==> src/sv/hctb_pkg.sv <==
// Shared types and constants for the Huffman code table builder.
// Holds command codes, datapath operations and the control/status structs.
// No dependencies.
package hctb_pkg;

	localparam int FUNC_W  = 2;
	localparam int SYM_W   = 8;
	localparam int FREQ_W  = 64;
	localparam int CODE_W  = 64;
	localparam int CLEN_W  = 7;
	localparam int LEN_W   = 8;

	localparam logic [FUNC_W-1:0] FUNC_WRITE = 2'd0;
	localparam logic [FUNC_W-1:0] FUNC_BUILD = 2'd1;
	localparam logic [FUNC_W-1:0] FUNC_READ  = 2'd2;

	typedef enum logic [4:0] {
		OP_NONE,
		OP_WR_FREQ,
		OP_INIT_START,
		OP_INIT,
		OP_MERGE_START,
		OP_SCAN,
		OP_WR_FIRST,
		OP_WR_SECOND,
		OP_WR_NEW,
		OP_WALK_START,
		OP_WALK_USE,
		OP_WALK_STORE,
		OP_OUT
	} dp_op_t;

	typedef struct packed {
		logic   capture;
		dp_op_t op;
	} dp_cmd_t;

	typedef struct packed {
		logic cnt_last;
		logic scan_last;
		logic merge_last;
		logic walk_root;
	} dp_stat_t;

endpackage

==> src/sv/hctb_ctrl.sv <==
// Controller of the Huffman code table builder: command sequencing for
// write, build and read, and the output valid flag. Depends on hctb_pkg.
module hctb_ctrl (
	input  logic                        clk,
	input  logic                        arst_n,
	input  logic                        in_valid,
	input  logic [hctb_pkg::FUNC_W-1:0] in_func,
	output logic                        in_ready,
	output logic                        out_valid,
	input  logic                        out_ready,
	output hctb_pkg::dp_cmd_t           cmd,
	input  hctb_pkg::dp_stat_t          stat
);
	import hctb_pkg::*;

	typedef enum logic [3:0] {
		ST_IDLE, ST_RD, ST_DELIVER, ST_INIT, ST_MSTART, ST_SCAN, ST_FLUSH,
		ST_WRF, ST_WRS, ST_WRN, ST_WSTART, ST_WRD, ST_WUSE, ST_WSTORE
	} state_t;

	state_t state_q;
	logic   valid_q;
	logic   accept, out_free;

	assign in_ready  = state_q == ST_IDLE;
	assign accept    = in_valid && in_ready;
	assign out_free  = !valid_q || out_ready;
	assign out_valid = valid_q;

	always_comb begin
		cmd.capture = accept;
		cmd.op      = OP_NONE;
		case (state_q)
			ST_IDLE: begin
				if (accept && in_func == FUNC_WRITE) begin
					cmd.op = OP_WR_FREQ;
				end else if (accept && in_func == FUNC_BUILD) begin
					cmd.op = OP_INIT_START;
				end
			end
			ST_DELIVER: cmd.op = out_free ? OP_OUT : OP_NONE;
			ST_INIT:    cmd.op = OP_INIT;
			ST_MSTART:  cmd.op = OP_MERGE_START;
			ST_SCAN:    cmd.op = OP_SCAN;
			ST_WRF:     cmd.op = OP_WR_FIRST;
			ST_WRS:     cmd.op = OP_WR_SECOND;
			ST_WRN:     cmd.op = OP_WR_NEW;
			ST_WSTART:  cmd.op = OP_WALK_START;
			ST_WUSE:    cmd.op = OP_WALK_USE;
			ST_WSTORE:  cmd.op = OP_WALK_STORE;
			default:    cmd.op = OP_NONE;
		endcase
	end

	always_ff @(posedge clk or negedge arst_n) begin
		if (!arst_n) begin
			state_q <= ST_IDLE;
			valid_q <= 1'b0;
		end else begin
			if (valid_q && out_ready) begin
				valid_q <= 1'b0;
			end
			case (state_q)
				ST_IDLE: begin
					if (accept && in_func == FUNC_BUILD) begin
						state_q <= ST_INIT;
					end else if (accept && in_func == FUNC_READ) begin
						state_q <= ST_RD;
					end
				end
				ST_RD: state_q <= ST_DELIVER;
				ST_DELIVER: begin
					if (out_free) begin
						valid_q <= 1'b1;
						state_q <= ST_IDLE;
					end
				end
				ST_INIT:   if (stat.cnt_last) state_q <= ST_MSTART;
				ST_MSTART: state_q <= ST_SCAN;
				ST_SCAN:   if (stat.scan_last) state_q <= ST_FLUSH;
				ST_FLUSH:  state_q <= ST_WRF;
				ST_WRF:    state_q <= ST_WRS;
				ST_WRS:    state_q <= ST_WRN;
				ST_WRN:    state_q <= stat.merge_last ? ST_WSTART : ST_MSTART;
				ST_WSTART: state_q <= ST_WRD;
				ST_WRD:    state_q <= ST_WUSE;
				ST_WUSE:   state_q <= stat.walk_root ? ST_WSTORE : ST_WRD;
				ST_WSTORE: state_q <= stat.cnt_last ? ST_IDLE : ST_WSTART;
				default:   state_q <= ST_IDLE;
			endcase
		end
	end

endmodule

==> config.mk <==
export PLATFORM = sky130hd
export DESIGN_NAME = hctb_ctrl
export DESIGN_NICKNAME = d
export VERILOG_FILES = /design/src/sv/hctb_pkg.sv /design/src/sv/hctb_ctrl.sv
export SDC_FILE = /design/constraint.sdc
export NUM_CORES = 1
export LEC_CHECK = 0
export ABC_CLOCK_PERIOD_IN_PS = 1370
export BUFFER_PORTS_ARGS = -buffer_cell sky130_fd_sc_hd__buf_2
export CELL_PAD_IN_SITES_DETAIL_PLACEMENT = 0
export CELL_PAD_IN_SITES_GLOBAL_PLACEMENT = 1
export CORE_AREA = 2 2 49 51
export CTS_BUF_LIST = sky130_fd_sc_hd__clkbuf_8
export DETAILED_ROUTE_END_ITERATION = 8
export DIE_AREA = 0 0 51 53
export PLACE_DENSITY = 0.73
export SYNTH_ARGS = -nofsm -noshare
export SYNTH_HDL_FRONTEND = slang
export SYNTH_SLANG_ARGS = --single-unit
==> constraint.sdc <==
create_clock -name clk -period 1.37 [get_ports clk]
set_clock_uncertainty 0.2 [all_clocks]
set_input_delay 0.274 -clock clk [delete_from_list [all_inputs] [get_ports clk]]
set_output_delay 0.274 -clock clk [all_outputs]
set_load 0.05 [all_outputs]
== After elaboration in Yosys (flattened, before gate mapping) ==
Cells that the tools add are included.
Storage, ports and cells
  input port bits: 10
  word-level logic and storage cells: 47
  output and inout bits: 8
  flip-flop bits (word level): 5
Operators by class
  mux-type cells: 16
  eq/ne operators: 19
  reductions and logical operators: 10
Operators with widths (count)
  $pmux 4 s14: 1
  $pmux 5 s11: 1
  $mux 4: 8
  $eq 4x4->1 const B: 6
  $eq 4x3->1 const B: 4
  $eq 4x2->1 const B: 2
  $ne 2x2->1 const B: 3
  $logic_and 1x1->1: 5
  $eq 4x1->1 const B: 1
  $logic_not 4->1: 1
  $mux 2: 2
  $reduce_and 4->1: 1
  $mux 1: 3
  $mux 3: 1
  $ne 3x1->1 const B: 1
  $eq 2x1->1 const B: 1
  $eq 2x2->1 const B: 1
  $logic_not 2->1: 1
  $logic_not 1->1: 1
  $logic_or 1x1->1: 1

== Longest topological paths before layout ==
Gate-level depths: netlist of run 1.
  depth in word-level cells: 6
  gate-level depth with buffers: 6
  gate-level depth less buffers: 4

== Least setup slack after synthesis of run 1 ==
Ideal clock, no wire load.
  path type: reg-to-output
  start point: register state_q[2]
  end point: output port cmd[0] (netlist name)
  arrival: 2.297 ns
  cell stages (with the launch flop): 6
  data required time: 0.896 ns
  slack: -1.401 ns
  buffers on the path: 1
  cells stage by stage: dfrtp_1 > buf_6 > nor4_2 > and2_1 > nand2_1 > o211ai_1
RTL lines
  from (decl): RTL line hctb_ctrl.sv:21  | state_t state_q;
  from (signal assigned): RTL line hctb_ctrl.sv:84  | ST_WRN: state_q <= stat.merge_last ? ST_WSTART : ST_MSTART;
  from (signal assigned): RTL line hctb_ctrl.sv:87  | ST_WUSE: state_q <= stat.walk_root ? ST_WSTORE : ST_WRD;
  from (signal assigned): RTL line hctb_ctrl.sv:88  | ST_WSTORE: state_q <= stat.cnt_last ? ST_IDLE : ST_WSTART;
  to (decl): RTL line hctb_ctrl.sv:11  | output hctb_pkg::dp_cmd_t cmd,

==> qor.csv, run 1 <==
stage;metric;value;unit
yosys;synthesized area;528;µm²
floorplan;io pins;18;
sta;setup TNS;-4560;ps
power;VDD IR max;1.44;mV
worst_hold_path;Hold Path Class;in2reg;
clock_network;CTS tree;built;
route;DR vias/cell;4.73;
yosys;Mapped Cells;71;
run;max-cap viol count;0;
floorplan;Die Ht;53;µm
sta;Final Setup Violations;10;
sta;FMAX;0.504;GHz
yosys;Post-synth EDFFs;0;
yosys;leading area contributor after synthesis;dfrtp_1;
cells_and_area;post-layout net count;138;
yosys;Synth cell types;35;
floorplan;Initial Util;0.246;
sta;RSZ-0062 raised after global routing;yes;
sta;Final Slew Violations;0;
global_route;global-route wire length before repair;3030;µm
worst_setup_path;crit path DAT;1510;ps
sta;tightest hold margin;184;ps
global_route;largest net degree at the start of global routing;13;
place;RD Place Congestion;0.796;
floorplan;Core Region;2150;µm²
floorplan;row cnt;17;
worst_setup_path;CP delay by family, top;buffers and inverters;
power;pwr/cell area;2510;nW/µm²
route;ANT nets after route;0;
clock_network;Max Root-Sink Buffers;2;
power;Lkg Pwr;0.550;nW
worst_setup_path;Req. time, crit path;900;ps
worst_setup_path;CP bufs+invs;3;
yosys;Synth async-reset ratio;1.00;
cells_and_area;cell area after layout;1250;µm²
cells_and_area;Ant. Diodes;0;
sta;final hold vios;0;
cells_and_area;fill cell total of the finished layout;179;
cells_and_area;leading cell type in the layout, fill and taps excluded;buf_4;
route;DR DRC count;0;
global_route;Total GRT Usage;0.151;
route;WL/cell;13.3;µm
clock_network;clk_lat worst skew;220;ps
clock_network;CTS H-Tree Depth;1;
worst_setup_path;Crit Path Class;reg2out;
yosys;sequential area share after synthesis;0.237;
yosys;Post-synth top flop;dfrtp_1;
cells_and_area;final cell count without fillers;155;
worst_setup_path;Critical Path Sink Type;output pin;
floorplan;full die area;2700;µm²
clock_network;clock slew at reported path FFs;30;ps
yosys;top cell type's share of synthesized area;0.237;
place;Port Buffers;16;
sta;setup ws final;-615;ps
worst_setup_path;Worst setup SP type;register;
sta;min cycle time layout;1980;ps
place;Final HPWL DP;1330;µm
worst_setup_path;most used cell, CP;buf_6;
worst_setup_path;Crit Path Max Fanout;2;
route;DR vias;733;
global_route;initial antenna violation count;0;
yosys;top cells by area, synth;dfrtp_1, a21oi_1, nand2b_1;
cells_and_area;Area growth, synth to finish;136;%
sta;Final period util;1.45;
worst_setup_path;Critical-path top delay cell;dfrtp_1;
global_route;GRT overflow;0;
route;Initial DRC Count;17;
route;WL final;2060;µm
cells_and_area;commonest non-fill, non-tap cells in the layout;buf_4, buf_6, buf_2;
place;Cell Area, Placed;871;µm²
worst_setup_path;CP Cell Sequence;buf_4 > buf_6 > nor2_4 > and3_4 > a21oi_2 > o32ai_4 > buf_6;
route;DRT Pass-1 Iters;4;
outcome;status;finished, violations left;
clock_network;cts bufs inserted;3;
cells_and_area;share of layout cells above drive strength 1;0.724;
yosys;FF+latch count, synth;5;
yosys;Mean Syn Cell Area;7.44;µm²
floorplan;Die X;51;µm
yosys;Syn Nets;81;
yosys;Ys Warns;0;
outcome;failing checks;negative setup slack;
global_route;vias in the first global route;704;
clock_network;Num Clock Sinks;5;
place;placed cells;137;
clock_network;Root Driver;clkbuf_8;
worst_setup_path;max incr delay on CP;390;ps
through the flow:
step | setup slack, ps | utilization | power, mW
2_1_floorplan | -1020 | - | 1.41
3_3_place_gp | -432 | 0.405 | 2.00
3_5_place_dp | -468 | 0.405 | 2.02
4_1_cts | -606 | 0.503 | 2.72
5_1_grt | -680 | 0.581 | 3.33
6_report | -615 | 0.581 | 3.14
cells by family (layout without fill, tap and decap cells):
family / count (synthesis) / in the layout / share of synthesized area
compound gates: 24 / 24 / 0.308
buf+inv: 12 / 68 / 0.133
flops: 5 / 5 / 0.237
simple gates: 28 / 28 / 0.299
xor+xnor: 1 / 1 / 0.0166
other cells: 1 / 1 / 0.00710
area by class of cell:
type	instances	area (µm²)	share of cell area
Sequential cell	5	129	0.103
Clock inverter	1	3.75	0.00301
Inverter	4	17.5	0.0140
Tap cell	28	35.0	0.0281
Timing Repair Buffer	60	508	0.407
Multi-Input combinational cell	54	514	0.412
Clock buffer	3	41.3	0.0331
power by group:
| part | internal [mW] | switching [mW] |
|---|---|---|
| Combinational | 1.28 | 1.28 |
| Clock | 0.191 | 0.0635 |
| Sequential | 0.216 | 0.107 |
| Total | 1.69 | 1.45 |
routing by layer:
layer	GRT usage	wire length, µm
met5	0	0
met4	0.0676	12
met3	0.0169	69
met2	0.273	1080
met1	0.178	895
worst register-to-register path, cell delays in order (launching register included):
cell	delay, ps
dfrtp_1	420
buf_6	140
buf_6	110
buf_6	110
nand2b_4	140
or4_4	440
o211a_1	150
synthesized netlist by cell type, types with 2 or more instances:
| master | number |
|---|---|
| nand2_1 | 6 |
| nor2_1 | 6 |
| a21oi_1 | 5 |
| dfrtp_1 | 5 |
| nand2b_1 | 4 |
| o21ai_0 | 4 |
| inv_1 | 3 |
| a211oi_1 | 2 |
| a31oi_1 | 2 |
| buf_2 | 2 |
| buf_4 | 2 |
| buf_6 | 2 |
| clkbuf_1 | 2 |
| nor2b_1 | 2 |
| nor3b_1 | 2 |
| o211ai_1 | 2 |
| o21ai_1 | 2 |
final timing paths:
| check | start | to | slack (ps) | cells after the start |
|---|---|---|---|---|
| worst max-delay path | state_q[2] | cmd[2] | -610 | 7 |
| worst min-delay path | stat[2] | state_q[0] | 180 | 3 |
| worst max register to register | state_q[3] | state_q[1] | -460 | 6 |
| worst min register to register | out_valid | out_valid | 470 | 3 |
| max in group asynchronous | arst_n | state_q[1] | 630 | 2 |
| min in group asynchronous | arst_n | out_valid | 200 | 2 |
registers in the layout (all words and copies together), names as in the netlist:
signal / flops
out_valid: 1
state_q: 4
what timing repair did:
action                                  in CTS  in global routing
buffers inserted                             6                 12
endpoints found under the setup margin      11                 11
endpoints found under the hold margin        5                  0
pin swaps                                    7                  6
hold buffers                                 1                  0
gates resized for setup                     35                 26
Power figures use the tool's default switching activity.
==> run 2, diff against run 1 <==
--- a/config.mk
+++ b/config.mk
@@ -6,7 +6,7 @@
 export NUM_CORES = 1
 export LEC_CHECK = 0
 export ABC_CLOCK_PERIOD_IN_PS = 1370
-export BUFFER_PORTS_ARGS = -buffer_cell sky130_fd_sc_hd__buf_2
+export BUFFER_PORTS_ARGS = -buffer_cell sky130_fd_sc_hd__buf_4
 export CELL_PAD_IN_SITES_DETAIL_PLACEMENT = 0
 export CELL_PAD_IN_SITES_GLOBAL_PLACEMENT = 1
 export CORE_AREA = 2 2 49 51
@@ -14,6 +14,8 @@
 export DETAILED_ROUTE_END_ITERATION = 8
 export DIE_AREA = 0 0 51 53
 export PLACE_DENSITY = 0.73
+export REMOVE_ABC_BUFFERS = 1
+export SLEW_MARGIN = 10
 export SYNTH_ARGS = -nofsm -noshare
 export SYNTH_HDL_FRONTEND = slang
 export SYNTH_SLANG_ARGS = --single-unit
==> run 2 against run 1 <==
Compared with the run above: the run still ends with negative setup slack left; flip-flop and latch count did not move; non-clock buffer count decreased by 20; sequential share of layout area rose by 2.7 points; clock power is 9.8% higher; critical path depth shrank 2; sequential power decreased by 11%; core utilization down 13 points; worst hold slack improved by 7.4 ps; wire length down 6.9%; critical endpoint is now cmd[0]; largest cell class unchanged; largest power group unchanged.
==> qor.csv, run 2 (same netlist as run 1, synthesis figures left out) <==
stage;metric;value;unit;change
place;Cell Area, Placed;763;µm²;was 871 µm²
cells_and_area;share of layout cells above drive strength 1;0.542;;was 0.724
route;DR vias/cell;5.09;;was 4.73
floorplan;full die area;2700;µm²;unchanged
worst_setup_path;Worst setup SP type;register;;unchanged
run;max-cap viol count;0;;unchanged
cells_and_area;leading cell type in the layout, fill and taps excluded;buf_4;;unchanged
outcome;status;finished, violations left;;unchanged
floorplan;Core Region;2150;µm²;unchanged
cells_and_area;fill cell total of the finished layout;217;;was 179
sta;final hold vios;0;;unchanged
sta;min cycle time layout;1990;ps;was 1980 ps
cells_and_area;post-layout net count;118;;was 138
sta;setup ws final;-621;ps;was -615 ps
power;Lkg Pwr;0.434;nW;was 0.550 nW
floorplan;Die X;51;µm;unchanged
place;worst slack, placed;-425;ps;was -468 ps
outcome;failing checks;negative setup slack;;unchanged
floorplan;row cnt;17;;unchanged
cells_and_area;commonest non-fill, non-tap cells in the layout;buf_4, buf_6, nand2_1;;was buf_4, buf_6, buf_2
global_route;initial antenna violation count;0;;unchanged
cells_and_area;Top reg by flops;state_q;;unchanged
clock_network;clk_lat worst skew;230;ps;was 220 ps
route;DRT Pass-1 Iters;4;;unchanged
global_route;vias in the first global route;669;;was 704
worst_setup_path;Req. time, crit path;900;ps;about the same
global_route;GRT overflow;0;;unchanged
floorplan;io pins;18;;unchanged
route;ANT nets after route;0;;unchanged
clock_network;clock slew at reported path FFs;40;ps;was 30 ps
route;DR DRC count;0;;unchanged
global_route;largest net degree at the start of global routing;15;;was 13
clock_network;Num Clock Sinks;5;;unchanged
worst_setup_path;crit path DAT;1520;ps;was 1510 ps
worst_hold_path;Hold Path Class;in2async;;was in2reg
floorplan;Initial Util;0.246;;unchanged
route;WL/cell;14.2;µm;was 13.3 µm
sta;Final Slew Violations;0;;unchanged
clock_network;Max Root-Sink Buffers;2;;unchanged
worst_setup_path;Crit Path Class;reg2out;;unchanged
place;Port Buffers;16;;unchanged
route;Initial DRC Count;12;;was 17
place;Final HPWL DP;1300;µm;was 1330 µm
route;DR vias;687;;was 733
cells_and_area;cell area after layout;972;µm²;was 1250 µm²
cells_and_area;fin util;0.453;;was 0.581
clock_network;cts bufs inserted;3;;unchanged
sta;Final period util;1.45;;about the same
place;RD Place Congestion;0.788;;was 0.796
worst_setup_path;Crit Path Max Fanout;3;;was 2
clock_network;CTS H-Tree Depth;1;;unchanged
global_route;global-route wire length before repair;3050;µm;was 3030 µm
cells_and_area;Ant. Diodes;0;;unchanged
sta;FMAX;0.502;GHz;was 0.504 GHz
cells_and_area;max reg flops;4;;unchanged
worst_setup_path;Critical Path Sink Type;output pin;;unchanged
power;pwr/cell area;2580;nW/µm²;was 2510 nW/µm²
cells_and_area;Area growth, synth to finish;84.1;%;was 136%
power;VDD IR max;1.32;mV;was 1.44 mV
route;WL final;1920;µm;was 2060 µm
global_route;Total GRT Usage;0.159;;was 0.151
sta;RSZ-0062 raised after global routing;yes;;unchanged
clock_network;CTS tree;built;;unchanged
clock_network;Root Driver;clkbuf_8;;unchanged
sta;Final Setup Violations;10;;unchanged
floorplan;Die Ht;53;µm;unchanged
sta;tightest hold margin;191;ps;was 184 ps
==> run 2: repair_timing <==
action                     CTS  global route
hold buffers                 1             0
resized for setup           20             8
buffers inserted             6             1
setup endpoints to repair   11            11
hold endpoints to repair     5             0
pin swaps                    3             1
==> run 2: area by class of cell <==
cell class | instances | area (µm²) | area share
Sequential cell | 5 | 126 | 0.130
Timing Repair Buffer | 40 | 353 | 0.363
Clock inverter | 1 | 3.75 | 0.00386
Multi-Input combinational cell | 54 | 398 | 0.409
Inverter | 4 | 15.0 | 0.0154
Tap cell | 28 | 35.0 | 0.0360
Clock buffer | 3 | 41.3 | 0.0425
==> run 2: critical path, cell delays in order (launching register included) <==
cell and delay [ps]:
dfrtp_1 410, nor4_4 340, and2_4 190, nand2_1 50, o211ai_1 80, buf_4 220
==> run 2: final timing paths <==
path	to	depth (start not counted)	slack, ps	start
setup / recovery	cmd[0]	5	-620	state_q[2]
hold / removal	state_q[1]	2	190	arst_n
hold reg to reg	out_valid	2	360	out_valid
setup reg to reg	state_q[1]	6	-400	state_q[2]
max in group asynchronous	state_q[0]	2	650	arst_n
min in group clk	state_q[0]	3	200	stat[2]
==> run 2: power by group <==
| group | switching, mW | total (mW) | internal (mW) | leakage (nW) |
|---|---|---|---|---|
| combinational | 1.05 | 1.93 | 0.886 | 0.344 |
| sequential | 0.0779 | 0.289 | 0.211 | 0.0630 |
| clock | 0.0867 | 0.280 | 0.193 | 0.0269 |
| total | 1.21 | 2.50 | 1.29 | 0.434 |
==> run 2: metrics by stage <==
stage | TNS (ps) | total power [mW] | cells
after floorplan | -10330 | 1.16 | 63
after detailed placement | -3040 | 1.79 | 125
after global routing | -5280 | 2.64 | 135
after CTS | -4440 | 2.35 | 134
final | -4580 | 2.50 | 135
after global placement | -2670 | 1.76 | 125
==> run 2: layer usage <==
metal | global-route usage | part of all wire
met1 | 0.158 | 0.40
met5 | 0 | 0
met4 | 0.131 | 0.032
met3 | 0.0424 | 0.067
met2 | 0.279 | 0.50
==> run 3, diff against run 2 <==
--- a/config.mk
+++ b/config.mk
@@ -15,6 +15,7 @@
 export DIE_AREA = 0 0 51 53
 export PLACE_DENSITY = 0.73
 export REMOVE_ABC_BUFFERS = 1
+export SKIP_LAST_GASP = 1
 export SLEW_MARGIN = 10
 export SYNTH_ARGS = -nofsm -noshare
 export SYNTH_HDL_FRONTEND = slang
==> run 3 against run 2 <==
Compared with the run above: the run still ends with negative setup slack left; worst setup slack better by 3.2 ps; global-route usage unchanged; fmax grew 0.16%; combinational power down 4%; non-clock buffer count is the same; critical path type unchanged; largest cell class unchanged.
==> qor.csv, run 3 (same netlist as run 1, synthesis figures left out) <==
stage;metric;value;unit;change
clock_network;clock slew at reported path FFs;40;ps;about the same
floorplan;row cnt;17;;unchanged
cells_and_area;cell area after layout;955;µm²;was 972 µm²
floorplan;Die X;51;µm;unchanged
route;DR vias;675;;was 687
route;DRT Pass-1 Iters;4;;unchanged
power;VDD IR max;1.37;mV;was 1.32 mV
clock_network;Root Driver;clkbuf_8;;unchanged
outcome;status;finished, violations left;;unchanged
cells_and_area;max reg flops;4;;unchanged
worst_hold_path;Hold Path Class;in2async;;unchanged
floorplan;io pins;18;;unchanged
clock_network;Num Clock Sinks;5;;unchanged
floorplan;Die Ht;53;µm;unchanged
cells_and_area;leading cell type in the layout, fill and taps excluded;buf_4;;unchanged
clock_network;CTS tree;built;;unchanged
sta;setup ws final;-618;ps;was -621 ps
cells_and_area;Top reg by flops;state_q;;unchanged
worst_setup_path;Crit Path Max Fanout;3;;unchanged
sta;final hold vios;0;;unchanged
floorplan;Initial Util;0.246;;unchanged
place;Port Buffers;16;;unchanged
sta;min cycle time layout;1990;ps;about the same
sta;Final period util;1.45;;about the same
cells_and_area;fin util;0.444;;was 0.453
worst_setup_path;Critical Path Sink Type;output pin;;unchanged
sta;Final Setup Violations;10;;unchanged
clock_network;cts bufs inserted;3;;unchanged
global_route;global-route wire length before repair;3040;µm;was 3050 µm
cells_and_area;Ant. Diodes;0;;unchanged
cells_and_area;Area growth, synth to finish;80.8;%;was 84.1%
route;WL final;1880;µm;was 1920 µm
global_route;initial antenna violation count;0;;unchanged
floorplan;full die area;2700;µm²;unchanged
floorplan;Core Region;2150;µm²;unchanged
worst_setup_path;crit path DAT;1510;ps;was 1520 ps
global_route;vias in the first global route;673;;was 669
place;Cell Area, Placed;763;µm²;unchanged
place;worst slack, placed;-425;ps;unchanged
worst_setup_path;Req. time, crit path;900;ps;about the same
clock_network;Max Root-Sink Buffers;2;;unchanged
place;RD Place Congestion;0.788;;unchanged
worst_setup_path;Crit Path Class;reg2out;;unchanged
power;Lkg Pwr;0.427;nW;was 0.434 nW
route;WL/cell;13.9;µm;was 14.2 µm
global_route;largest net degree at the start of global routing;15;;unchanged
worst_setup_path;Worst setup SP type;register;;unchanged
route;Initial DRC Count;14;;was 12
cells_and_area;commonest non-fill, non-tap cells in the layout;buf_4, buf_6;;was buf_4, buf_6, nand2_1
clock_network;clk_lat worst skew;230;ps;about the same
route;DR vias/cell;5.00;;was 5.09
route;ANT nets after route;0;;unchanged
clock_network;CTS H-Tree Depth;1;;unchanged
cells_and_area;post-layout net count;118;;unchanged
sta;Final Slew Violations;0;;unchanged
cells_and_area;share of layout cells above drive strength 1;0.533;;was 0.542
place;Final HPWL DP;1300;µm;unchanged
global_route;Total GRT Usage;0.159;;unchanged
sta;RSZ-0062 raised after global routing;yes;;unchanged
route;DR DRC count;0;;unchanged
run;max-cap viol count;0;;unchanged
sta;FMAX;0.503;GHz;was 0.502 GHz
global_route;GRT overflow;0;;unchanged
cells_and_area;fill cell total of the finished layout;216;;was 217
worst_setup_path;worst reg-to-reg setup slack;-390;ps;was -400 ps
outcome;failing checks;negative setup slack;;unchanged
power;pwr/cell area;2550;nW/µm²;was 2580 nW/µm²
[run 3: cell counts in the layout (fill, tap and decap cells not counted)]
Identical to the previous run, type by type.
[run 3: repair_timing]
action | 4_1_cts | 5_1_grt
gates resized for setup | 19 | 5
setup buffers | 6 | 1
endpoints found under the setup margin | 11 | 11
hold endpoints to repair | 5 | 0
hold buffers | 1 | 0
pin swaps | 3 | 0
[run 3: per-stage QoR]
stage | setup TNS [ps] | power (mW) | cells | hold WS (ps)
finish | -4520 | 2.44 | 135 | 187
CTS | -4460 | 2.34 | 134 | 164
global route | -5210 | 2.58 | 135 | 195
floorplan | -10330 | 1.16 | 63 | -222
detailed placement | -3040 | 1.79 | 125 | -118
global placement | -2670 | 1.76 | 125 | -121
[run 3: path summary, 6_finish.rpt]
kind | start | end | cells past startpoint
setup / recovery | state_q[2] | cmd[0] | 5
hold / removal | arst_n | state_q[1] | 2
setup reg to reg | state_q[2] | state_q[1] | 6
hold reg to reg | out_valid | out_valid | 2
max in group asynchronous | arst_n | state_q[0] | 2
min in group clk | stat[2] | state_q[0] | 3
[run 3: routing by layer]
metal / up-vias / wire length (µm) / track usage
met3: 6 / 101 / 0.0424
met2: 25 / 941 / 0.281
li1: 327 / - / -
met5: - / 0 / 0
met1: 317 / 770 / 0.156
met4: 0 / 63 / 0.131
[run 3: worst max-delay path, cell delays in order, from the launching register on]
cell and delay (ps):
dfrtp_1 410, nor4_4 340, and2_4 200, nand2_2 40, o211ai_1 80, buf_4 220
[run 3: cell type report]
class                   count  area (µm²)  area share
multi-input cells          54         393       0.412
well taps                  28        35.0      0.0367
clock inverters             1        3.75     0.00393
inverters                   4        15.0      0.0157
repair buffers             40         340       0.356
flip-flops and latches      5         126       0.132
clock buffers               3        41.3      0.0433
[run 3: report_power, final]
part	switching, mW	internal, mW
Sequential	0.0823	0.211
Combinational	1.02	0.842
Clock	0.0876	0.193
